`config.mk`:
```
export PLATFORM = sky130hd
export DESIGN_NAME = ctc_greedy_decoder_unit
export DESIGN_NICKNAME = d
export VERILOG_FILES = /design/src/ctcgd_pkg.sv /design/src/ctc_greedy_decoder_unit.sv /design/src/ctcgd_divider.sv /design/src/ctcgd_exp_rom.sv
export SDC_FILE = /design/constraint.sdc
export NUM_CORES = 2
export LEC_CHECK = 0
export ABC_AREA = 1
export BUFFER_PORTS_ARGS = -buffer_cell sky130_fd_sc_hd__buf_2
export CAP_MARGIN = 20
export CORE_MARGIN = 8
export CORE_UTILIZATION = 40
export DETAILED_ROUTE_END_ITERATION = 12
export PLACE_DENSITY_LB_ADDON = 0.3
export SETUP_SLACK_MARGIN = 0.5
export SYNTH_ARGS = -nofsm -noshare
export SYNTH_HDL_FRONTEND = slang
export SYNTH_SLANG_ARGS = --single-unit
```
`constraint.sdc`:
```
create_clock -name clk_i -period 6.65 [get_ports clk_i]
set_input_delay 1.33 -clock clk_i [delete_from_list [all_inputs] [get_ports clk_i]]
set_output_delay 1.33 -clock clk_i [all_outputs]
set_load 0.02 [all_outputs]
```
`src/ctcgd_pkg.sv`:
```
// Package for the CTC greedy decoder: word types, sequencer states, exp table.
// No dependencies.
`default_nettype none
package ctcgd_pkg;

  typedef struct packed {
    logic signed [15:0] logit;
    logic               step_end;
    logic               sequence_end;
  } in_word_t;

  typedef struct packed {
    logic        result_kind;
    logic [14:0] symbol_index;
    logic [15:0] probability;
    logic [8:0]  symbol_count;
    logic        last;
  } out_word_t;

  typedef enum logic [2:0] {
    ST_IDLE, ST_MUL, ST_SDIV, ST_SYM, ST_MDIV, ST_SUM
  } state_e;

  localparam int unsigned ExpIndexShift = 4;
  localparam logic [15:0] ExpOne = 16'hFFFF;
  localparam logic [31:0] ExpRatio = 32'd61565;

  localparam logic       KindSymbol  = 1'b0;
  localparam logic       KindSummary = 1'b1;

  // Next table entry from the current one: round(v * ratio / 2^16).
  function automatic logic [15:0] exp_next(input logic [15:0] v);
    logic [47:0] p;
    p = {32'd0, v} * {16'd0, ExpRatio} + 48'd32768;
    return p[31:16];
  endfunction

endpackage
`default_nettype wire

```
`src/ctc_greedy_decoder_unit.sv`:
```
// CTC greedy decoder top level: argmax, online softmax sum, symbol emit.
// Depends on ctcgd_pkg, ctcgd_exp_rom and ctcgd_divider.
`default_nettype none
// Takes one logit word per cycle within a time step while idle and the
// output register is free; a word that is not a new maximum updates the
// argmax and softmax sum directly, a new maximum passes through ST_MUL and
// ST_SUM for its rescale multiply in the 32x16 multiplier. At a step end the
// block stalls while the shared 32-step serial divider forms the symbol
// probability: ready again after ST_SUM, ST_SDIV and ST_SYM, and a symbol
// word waiting in the output register holds it in ST_SYM. At a sequence end
// a second pass of the divider forms the mean confidence, run again when the
// symbol word is still waiting at the end of the first pass. Results leave
// through a one-word output register; the next logit is taken once it is free.
module ctc_greedy_decoder_unit
  import ctcgd_pkg::*;
#(
  parameter int unsigned MAX_CHANNELS    = 32768,
  parameter int unsigned MAX_STEPS       = 256,
  parameter int unsigned EXP_TABLE_DEPTH = 256
) (
  input  wire logic      clk_i,
  input  wire logic      rst_ni,
  input  wire logic      in_valid_i,
  output logic           in_ready_o,
  input  wire in_word_t  in_data_i,
  output logic           out_valid_o,
  input  wire logic      out_ready_i,
  output out_word_t      out_data_o
);

  localparam int unsigned CountCap = (MAX_STEPS < 256) ? MAX_STEPS : 256;
  localparam logic [14:0] ChanLast = 15'(MAX_CHANNELS - 1);

  state_e state_q, state_d;
  logic [14:0] pos_q, pos_d, maxch_q, maxch_d, prev_q, prev_d;
  logic signed [15:0] rmax_q, rmax_d;
  logic [31:0] sum_q, sum_d;
  logic [24:0] tot_q, tot_d;
  logic [8:0]  cnt_q, cnt_d;
  logic        seq_q, seq_d;
  logic        resc_q, resc_d;
  logic [15:0] e_q, e_d, prob_q, prob_d;
  logic [47:0] prod_q;
  logic        ov_q, ov_d;
  out_word_t   ob_q, ob_d;

  logic        acc;
  logic signed [16:0] diff;
  logic [16:0] diff_mag;
  logic [15:0] e_lk;
  logic [32:0] add_s;
  logic [31:0] rnd;
  logic [32:0] rnd_s;
  logic        dv_start, dv_done;
  logic [31:0] dv_num, dv_den, dv_quo;

  ctcgd_exp_rom #(.Depth(EXP_TABLE_DEPTH)) u_rom (.diff_i(diff_mag), .exp_o(e_lk));

  ctcgd_divider u_div (
    .clk_i, .rst_ni, .start_i(dv_start), .dividend_i(dv_num),
    .divisor_i(dv_den), .done_o(dv_done), .quotient_o(dv_quo)
  );

  assign in_ready_o  = (state_q == ST_IDLE) && !ov_q;
  assign acc         = in_valid_i && in_ready_o;
  assign out_valid_o = ov_q;
  assign out_data_o  = ob_q;

  // Difference between logit and running maximum, and its magnitude
  assign diff     = 17'(in_data_i.logit) - 17'(rmax_q);
  assign diff_mag = diff[16] ? 17'(-diff) : 17'(diff);
  assign add_s    = {1'b0, sum_q} + {17'd0, e_lk};
  assign rnd      = 32'((prod_q + 48'd32768) >> 16);
  assign rnd_s    = {1'b0, rnd} + {17'd0, ExpOne};

  // Sequencer
  always_comb begin
    state_d = state_q;
    pos_d = pos_q; maxch_d = maxch_q; prev_d = prev_q; rmax_d = rmax_q;
    sum_d = sum_q; tot_d = tot_q; cnt_d = cnt_q; seq_d = seq_q;
    resc_d = resc_q;
    e_d = e_q; prob_d = prob_q; ov_d = ov_q; ob_d = ob_q;
    dv_start = 1'b0;
    dv_num = {ExpOne, 16'd0};
    dv_den = sum_q;
    if (ov_q && out_ready_i) ov_d = 1'b0;
    case (state_q)
      ST_IDLE: begin
        if (acc) begin
          seq_d = in_data_i.sequence_end;
          if (pos_q == '0) begin
            rmax_d = in_data_i.logit; maxch_d = '0; sum_d = {16'd0, ExpOne};
          end else if (!diff[16] && diff != '0) begin
            e_d = e_lk; rmax_d = in_data_i.logit; maxch_d = pos_q;
            resc_d = 1'b1;
            state_d = ST_MUL;
          end else begin
            sum_d = add_s[32] ? '1 : add_s[31:0];
          end
          if (in_data_i.step_end || in_data_i.sequence_end) begin
            pos_d = '0;
            if (state_d == ST_IDLE) state_d = ST_SUM;
          end else if (pos_q < ChanLast) begin
            pos_d = pos_q + 15'd1;
          end
        end
      end
      ST_MUL: begin
        state_d = ST_SUM;
      end
      ST_SUM: begin
        // Finish the rescale if one was started, then decide on step end
        if (resc_q) begin
          sum_d = rnd_s[32] ? '1 : rnd_s[31:0];
        end
        resc_d = 1'b0;
        e_d = '0;
        state_d = (pos_q == '0) ? ST_SDIV : ST_IDLE;
        if (pos_q == '0) dv_start = 1'b1;
        if (pos_q == '0) dv_den = resc_q ? (rnd_s[32] ? '1 : rnd_s[31:0]) : sum_q;
      end
      ST_SDIV: begin
        if (dv_done) begin
          prob_d = (sum_q == '0 || dv_quo > 32'd65535) ? 16'hFFFF : dv_quo[15:0];
          state_d = ST_SYM;
        end
      end
      ST_SYM: begin
        if (!ov_q || out_ready_i) begin
          if (maxch_q != '0 && maxch_q != prev_q) begin
            ov_d = 1'b1;
            ob_d.result_kind  = KindSymbol;
            ob_d.symbol_index = maxch_q - 15'd1;
            ob_d.probability  = prob_q;
            ob_d.last         = !seq_q;
            ob_d.symbol_count = cnt_q;
            if (cnt_q < 9'(CountCap)) begin
              tot_d = tot_q + 25'(prob_q);
              cnt_d = cnt_q + 9'd1;
              ob_d.symbol_count = cnt_q + 9'd1;
            end
          end
          prev_d = maxch_q;
          rmax_d = 16'sh8000; maxch_d = '0; sum_d = '0;
          if (seq_q) begin
            dv_start = 1'b1;
            dv_num = {7'd0, tot_d};
            dv_den = {23'd0, cnt_d};
            state_d = ST_MDIV;
          end else begin
            state_d = ST_IDLE;
          end
        end
      end
      ST_MDIV: begin
        if (dv_done && !ov_q) begin
          ov_d = 1'b1;
          ob_d.result_kind  = KindSummary;
          ob_d.symbol_index = '0;
          ob_d.probability  = (cnt_q == '0) ? 16'd0 :
                              ((dv_quo > 32'd65535) ? 16'hFFFF : dv_quo[15:0]);
          ob_d.symbol_count = cnt_q;
          ob_d.last         = 1'b1;
          prev_d = '0; tot_d = '0; cnt_d = '0;
          state_d = ST_IDLE;
        end else if (dv_done) begin
          state_d = ST_MDIV;
          dv_start = 1'b1;
          dv_num = {7'd0, tot_q};
          dv_den = {23'd0, cnt_q};
        end
      end
      default: state_d = ST_IDLE;
    endcase
  end

  always_ff @(posedge clk_i or negedge rst_ni) begin
    if (!rst_ni) begin
      state_q <= ST_IDLE;
      pos_q <= '0; maxch_q <= '0; prev_q <= '0; rmax_q <= 16'sh8000;
      sum_q <= '0; tot_q <= '0; cnt_q <= '0; seq_q <= 1'b0;
      resc_q <= 1'b0;
      e_q <= '0; ov_q <= 1'b0;
    end else begin
      state_q <= state_d;
      pos_q <= pos_d; maxch_q <= maxch_d; prev_q <= prev_d; rmax_q <= rmax_d;
      sum_q <= sum_d; tot_q <= tot_d; cnt_q <= cnt_d; seq_q <= seq_d;
      resc_q <= resc_d;
      e_q <= e_d; ov_q <= ov_d;
    end
  end

  // Payload registers; multiplier product registered from sum and table value
  always_ff @(posedge clk_i) begin
    prob_q <= prob_d;
    ob_q   <= ob_d;
    prod_q <= (state_q == ST_MUL) ? (sum_q * e_q) : 48'd0;
  end

endmodule
`default_nettype wire

```
`src/ctcgd_divider.sv`:
```
// Shared restoring divider, one quotient bit per cycle, 32-bit operands.
// Does not depend on ctcgd_pkg; uses none of its types.
`default_nettype none
module ctcgd_divider (
  input  wire logic        clk_i,
  input  wire logic        rst_ni,
  input  wire logic        start_i,
  input  wire logic [31:0] dividend_i,
  input  wire logic [31:0] divisor_i,
  output logic             done_o,
  output logic [31:0]      quotient_o
);

  logic [31:0] rem_q, rem_d, quo_q, quo_d, div_q, div_d;
  logic [5:0]  cnt_q, cnt_d;
  logic        busy_q, busy_d, done_q, done_d;
  logic [32:0] trial;

  // One shift-subtract step per cycle while busy
  always_comb begin
    rem_d  = rem_q;
    quo_d  = quo_q;
    div_d  = div_q;
    cnt_d  = cnt_q;
    busy_d = busy_q;
    done_d = 1'b0;
    trial  = {rem_q, quo_q[31]} - {1'b0, div_q};
    if (start_i) begin
      rem_d  = '0;
      quo_d  = dividend_i;
      div_d  = divisor_i;
      cnt_d  = 6'd32;
      busy_d = 1'b1;
    end else if (busy_q) begin
      if (!trial[32]) begin
        rem_d = trial[31:0];
        quo_d = {quo_q[30:0], 1'b1};
      end else begin
        rem_d = {rem_q[30:0], quo_q[31]};
        quo_d = {quo_q[30:0], 1'b0};
      end
      cnt_d = cnt_q - 6'd1;
      if (cnt_q == 6'd1) begin
        busy_d = 1'b0;
        done_d = 1'b1;
      end
    end
  end

  always_ff @(posedge clk_i or negedge rst_ni) begin
    if (!rst_ni) begin
      busy_q <= 1'b0;
      done_q <= 1'b0;
      cnt_q  <= '0;
    end else begin
      busy_q <= busy_d;
      done_q <= done_d;
      cnt_q  <= cnt_d;
    end
  end

  always_ff @(posedge clk_i) begin
    rem_q <= rem_d;
    quo_q <= quo_d;
    div_q <= div_d;
  end

  assign done_o     = done_q;
  assign quotient_o = quo_q;

endmodule
`default_nettype wire

```
`src/ctcgd_exp_rom.sv`:
```
// Exponential table: entry k is about 65536*exp(-k/16), built at elaboration.
// Depends on ctcgd_pkg for exp_next.
`default_nettype none
module ctcgd_exp_rom
  import ctcgd_pkg::*;
#(
  parameter int unsigned Depth = 256
) (
  input  wire logic [16:0] diff_i,
  output logic [15:0]      exp_o
);

  localparam int unsigned IdxW = $clog2(Depth);

  logic [15:0] rom [Depth];
  logic [16:0] idx_full;

  // Constant recurrence, folded by synthesis
  always_comb begin
    rom[0] = ExpOne;
    for (int k = 1; k < Depth; k++) begin
      rom[k] = exp_next(rom[k-1]);
    end
  end

  assign idx_full = diff_i >> ExpIndexShift;
  assign exp_o = (idx_full >= 17'(Depth)) ? 16'd0 : rom[idx_full[IdxW-1:0]];

endmodule
`default_nettype wire
```
==> impl_metrics.py <==
metrics = {
    "sta": {
        "period_minus_slack_ps": 6060,
        "relSlewSlack": 0.348,
        "finalHoldViolCount": 0,
        "finalSetupViolations": 0,
        "fin_tns_setup_ps": 0,
        "clock_skew_ps": 64.1,
        "tightest_slew_ps": 975,
        "drv_slew": 0,
        "fin_crit_sh": 0.911,
        "max_freq_mhz": 165,
        "rsz0062_at_grt": "yes",
    },
    "worst_setup_path": {
        "critPathArrivalTime_ps": 6580,
        "crit_start": "sum_q[9]",
        "cpPeakStageDelay_ps": 600,
        "ff2ff_setup_slack_ps": 590,
        "worstSetupEndpoint": "prod_q[42]",
        "cp_slowest_cell": "fa_1",
        "cp-start-kind": "flip-flop",
        "r2r_cells": 27,
        "cp_common_cell": "fa_1",
        "cp_data_required_time_ps": 7170,
        "criticalPathCategory": "flip-flop to flip-flop",
        "crit_fanout": 7,
        "reg2reg_from": "sum_q[9]",
        "r2r_end": "prod_q[42]",
        "crit_path_end_kind": "flip-flop",
    },
    "power_and_ir_drop": {
        "intPower_mw": 10.9,
        "pwr-share-seq": 0.164,
        "power_density_nw_per_um2": 515,
        "p_switching_mw": 13.5,
        "clockPowerShare": 0.099,
        "leakagePower_nw": 22.4,
        "p_sw_frac": 0.554,
        "peakVddDrop_mv": 0.400,
        "pwr-share-comb": 0.737,
    },
    "placement": {
        "io_buffers": 65,
        "place_area_um2": 44400,
        "dp_hpwl_um": 102000,
        "globalplace.congestion": 0.987,
    },
    "final_layout": {
        "fin_area_um2": 47500,
        "fin_nets": 6592,
        "synthToLayoutAreaGrowth_pct": 14.9,
        "n_fill_cell": 10500,
        "drive_above_1_share": 0.119,
        "diodes": 0,
    },
    "drt": {
        "drt-total-wl_um": 134000,
        "vias": 38900,
        "vias_per_cell": 5.30,
        "drt_iter0_markers": 3334,
        "drc": 0,
        "postRouteAntennaNets": 0,
        "wire_per_inst_um": 18.3,
        "first_pass_iters": 6,
    },
    "logic_synthesis": {
        "synth.avg_cell_area_um2": 7.17,
        "synth_simple_gate_area_frac": 0.258,
        "ys_seq_area_frac": 0.215,
        "synth_seq_cells": 344,
        "syn-num-nets": 6424,
        "synthTopCellsByArea": "fa_1 20%, nand2_1 15%, dfrtp_1 9.4%",
        "syn_inst": 5762,
        "synth_adder_area_share": 0.270,
        "synth_top_area_frac": 0.204,
        "synth_top_area_cell": "fa_1",
        "synthFlopType": "dfrtp_1",
        "synth_cell_types": 62,
        "synth-edff-count": 122,
        "synth_top_family_by_area": "adder cells",
        "synthMuxAreaShare": 0.000485,
        "syn-cell-area_um2": 41300,
        "synthArstFlopShare": 0.456,
        "ys_top_cells_by_count": "1691 x nand2_1, 990 x inv_1, 421 x fa_1",
        "synth_xor_area_frac": 0.0283,
        "ys_warn_count": 0,
        "synth.most_common_cell": "nand2_1",
        "synth_compound_area_frac": 0.110,
    },
    "clock_tree": {
        "cts_made_buffers": 41,
        "clock_latency_ps": 610,
        "clk_pin_slew_worst_paths_ps": 60,
        "cts_tree": "yes",
        "clock_path_buffers": 3,
        "cts.sinks": 344,
        "root_buffer": "clkbuf_16",
        "cts.htree.levels": 2,
    },
    "global_route": {
        "antenna_found_initial": 0,
        "grt_pass1_wl_um": 210000,
        "first_global_vias": 37800,
        "grt_overflow_total": 0,
        "track_usage": 0.229,
        "grt_max_degree": 81,
    },
    "outcome": {
        "status": "finished, final reports clean",
    },
    "floorplan": {
        "dieArea_um2": 114000,
        "die_h_um": 337,
        "initial_utilization": 0.401,
        "die_x_um": 337,
        "io_pins": 66,
        "row_count": 118,
        "fp.coreArea_um2": 103000,
    },
    "job": {
        "drv_cap": 0,
    },
    "min_path": {
        "min_path_type": "flip-flop to flip-flop",
    },
}
[critical path, delay by kind of cell (launching register included)]
kind / cells / cell delay (ps)
adders and majority gates: 7 / 3390
and+or+nand+nor: 9 / 840
buffers and inverters: 7 / 750
DFF: 1 / 510
AOI/OAI and AO/OA: 4 / 460
[cell families after synthesis]
logic type,after synthesis
adders and majority gates,640
xor gates and xnor gates,131
DFF,344
AOI/OAI and AO/OA,821
and+or+nand+nor,2567
muxes,2
buffers and inverters,1257
[worst min path at each step]
stage | slack, ps | from | cells after the start | end
final | 470 | u_div.rem_q[20] | 2 | u_div.rem_q[20]
after global routing | 490 | u_div.rem_q[17] | 2 | u_div.rem_q[17]
after CTS | 470 | u_div.rem_q[17] | 2 | u_div.rem_q[17]
after detailed placement | 460 | u_div.rem_q[21] | 2 | u_div.rem_q[21]
after global placement | 460 | u_div.rem_q[17] | 2 | u_div.rem_q[17]
after floorplan | 450 | u_div.rem_q[16] | 2 | u_div.rem_q[16]
[area by class of cell]
class | count | area [µm²] | area share
tap | 1380 | 1730 | 0.0364
clock buffer | 55 | 1130 | 0.0238
multi-input combinational | 4162 | 28400 | 0.599
sequential | 344 | 8940 | 0.188
inverter | 1013 | 3820 | 0.0805
clock inverter | 21 | 322 | 0.00677
timing repair buffer | 368 | 3090 | 0.0651
[per-layer routing]
metal / vias up / GRT usage / part of all wire
met2: 1404 / 0.375 / 0.46
met4: 0 / 0.0699 / 0.035
met1: 18800 / 0.318 / 0.44
met3: 254 / 0.0262 / 0.067
li1: 18400 / - / -
met5: - / 0 / 0
[cell usage in the layout (no fill, tap or decap), drive strengths merged, types with 5 or more instances in the layout]
| master | instances |
|---|---|
| a211oi | 5 |
| a21boi | 7 |
| a21o | 7 |
| a21oi | 309 |
| a221oi | 9 |
| a22o | 5 |
| a31oi | 18 |
| and2 | 5 |
| and3 | 5 |
| buf | 365 |
| bufinv | 5 |
| clkbuf | 58 |
| clkinv | 14 |
| clkinvlp | 6 |
| dfrtp | 156 |
| dfxtp | 65 |
| edfxtp | 122 |
| fa | 421 |
| ha | 219 |
| inv | 1009 |
| nand2 | 1723 |
| nand3 | 304 |
| nand3b | 8 |
| nand4 | 63 |
| nor2 | 357 |
| nor3 | 70 |
| nor4 | 23 |
| o211ai | 39 |
| o21a | 18 |
| o21ai | 332 |
| o21bai | 14 |
| o221ai | 17 |
| o22ai | 32 |
| or2 | 5 |
| xnor2 | 52 |
| xor2 | 79 |
[per-stage QoR]
stage	util	hold slack, ps	setup slack, ps	std cells	power [mW]
6_report	0.461	469	591	7343	24.4
5_1_grt	0.461	489	400	7343	26.4
4_1_cts	0.446	472	446	7286	22.9
3_5_place_dp	0.431	462	-50.8	7203	20.3
3_3_place_gp	0.431	460	2.13	7203	20.4
2_1_floorplan	-	445	504	5762	14.5
[timing repair]
item | in CTS | in global routing
pin swaps | 2 | 57
hold buffers | 0 | 0
endpoints found under the setup margin | 20 | 55
gates resized for setup | 38 | 231
cloned | 0 | 3
buffers inserted | 7 | 51
[state kept, by name (all words and copies together), names as in the netlist, 3 cells and up]
signal            flops
cnt_q                 9
e_q                  16
maxch_q              15
out_data_o           42
pos_q                15
prev_q               15
prob_q               16
prod_q               33
rmax_q               16
state_q               3
sum_q                32
tot_q                25
u_div.cnt_q           6
u_div.div_q          32
u_div.quotient_o     32
u_div.rem_q          32
[power groups by stage]
stage	Combinational, mW	Sequential, mW	Clock, mW
detailed placement	16.3	4.00	0
floorplan	10.7	3.76	0
finish	18.0	4.00	2.43
global route	19.7	4.08	2.55
CTS	16.5	3.99	2.47
global placement	16.4	4.00	0
Power figures use the tool's default switching activity.
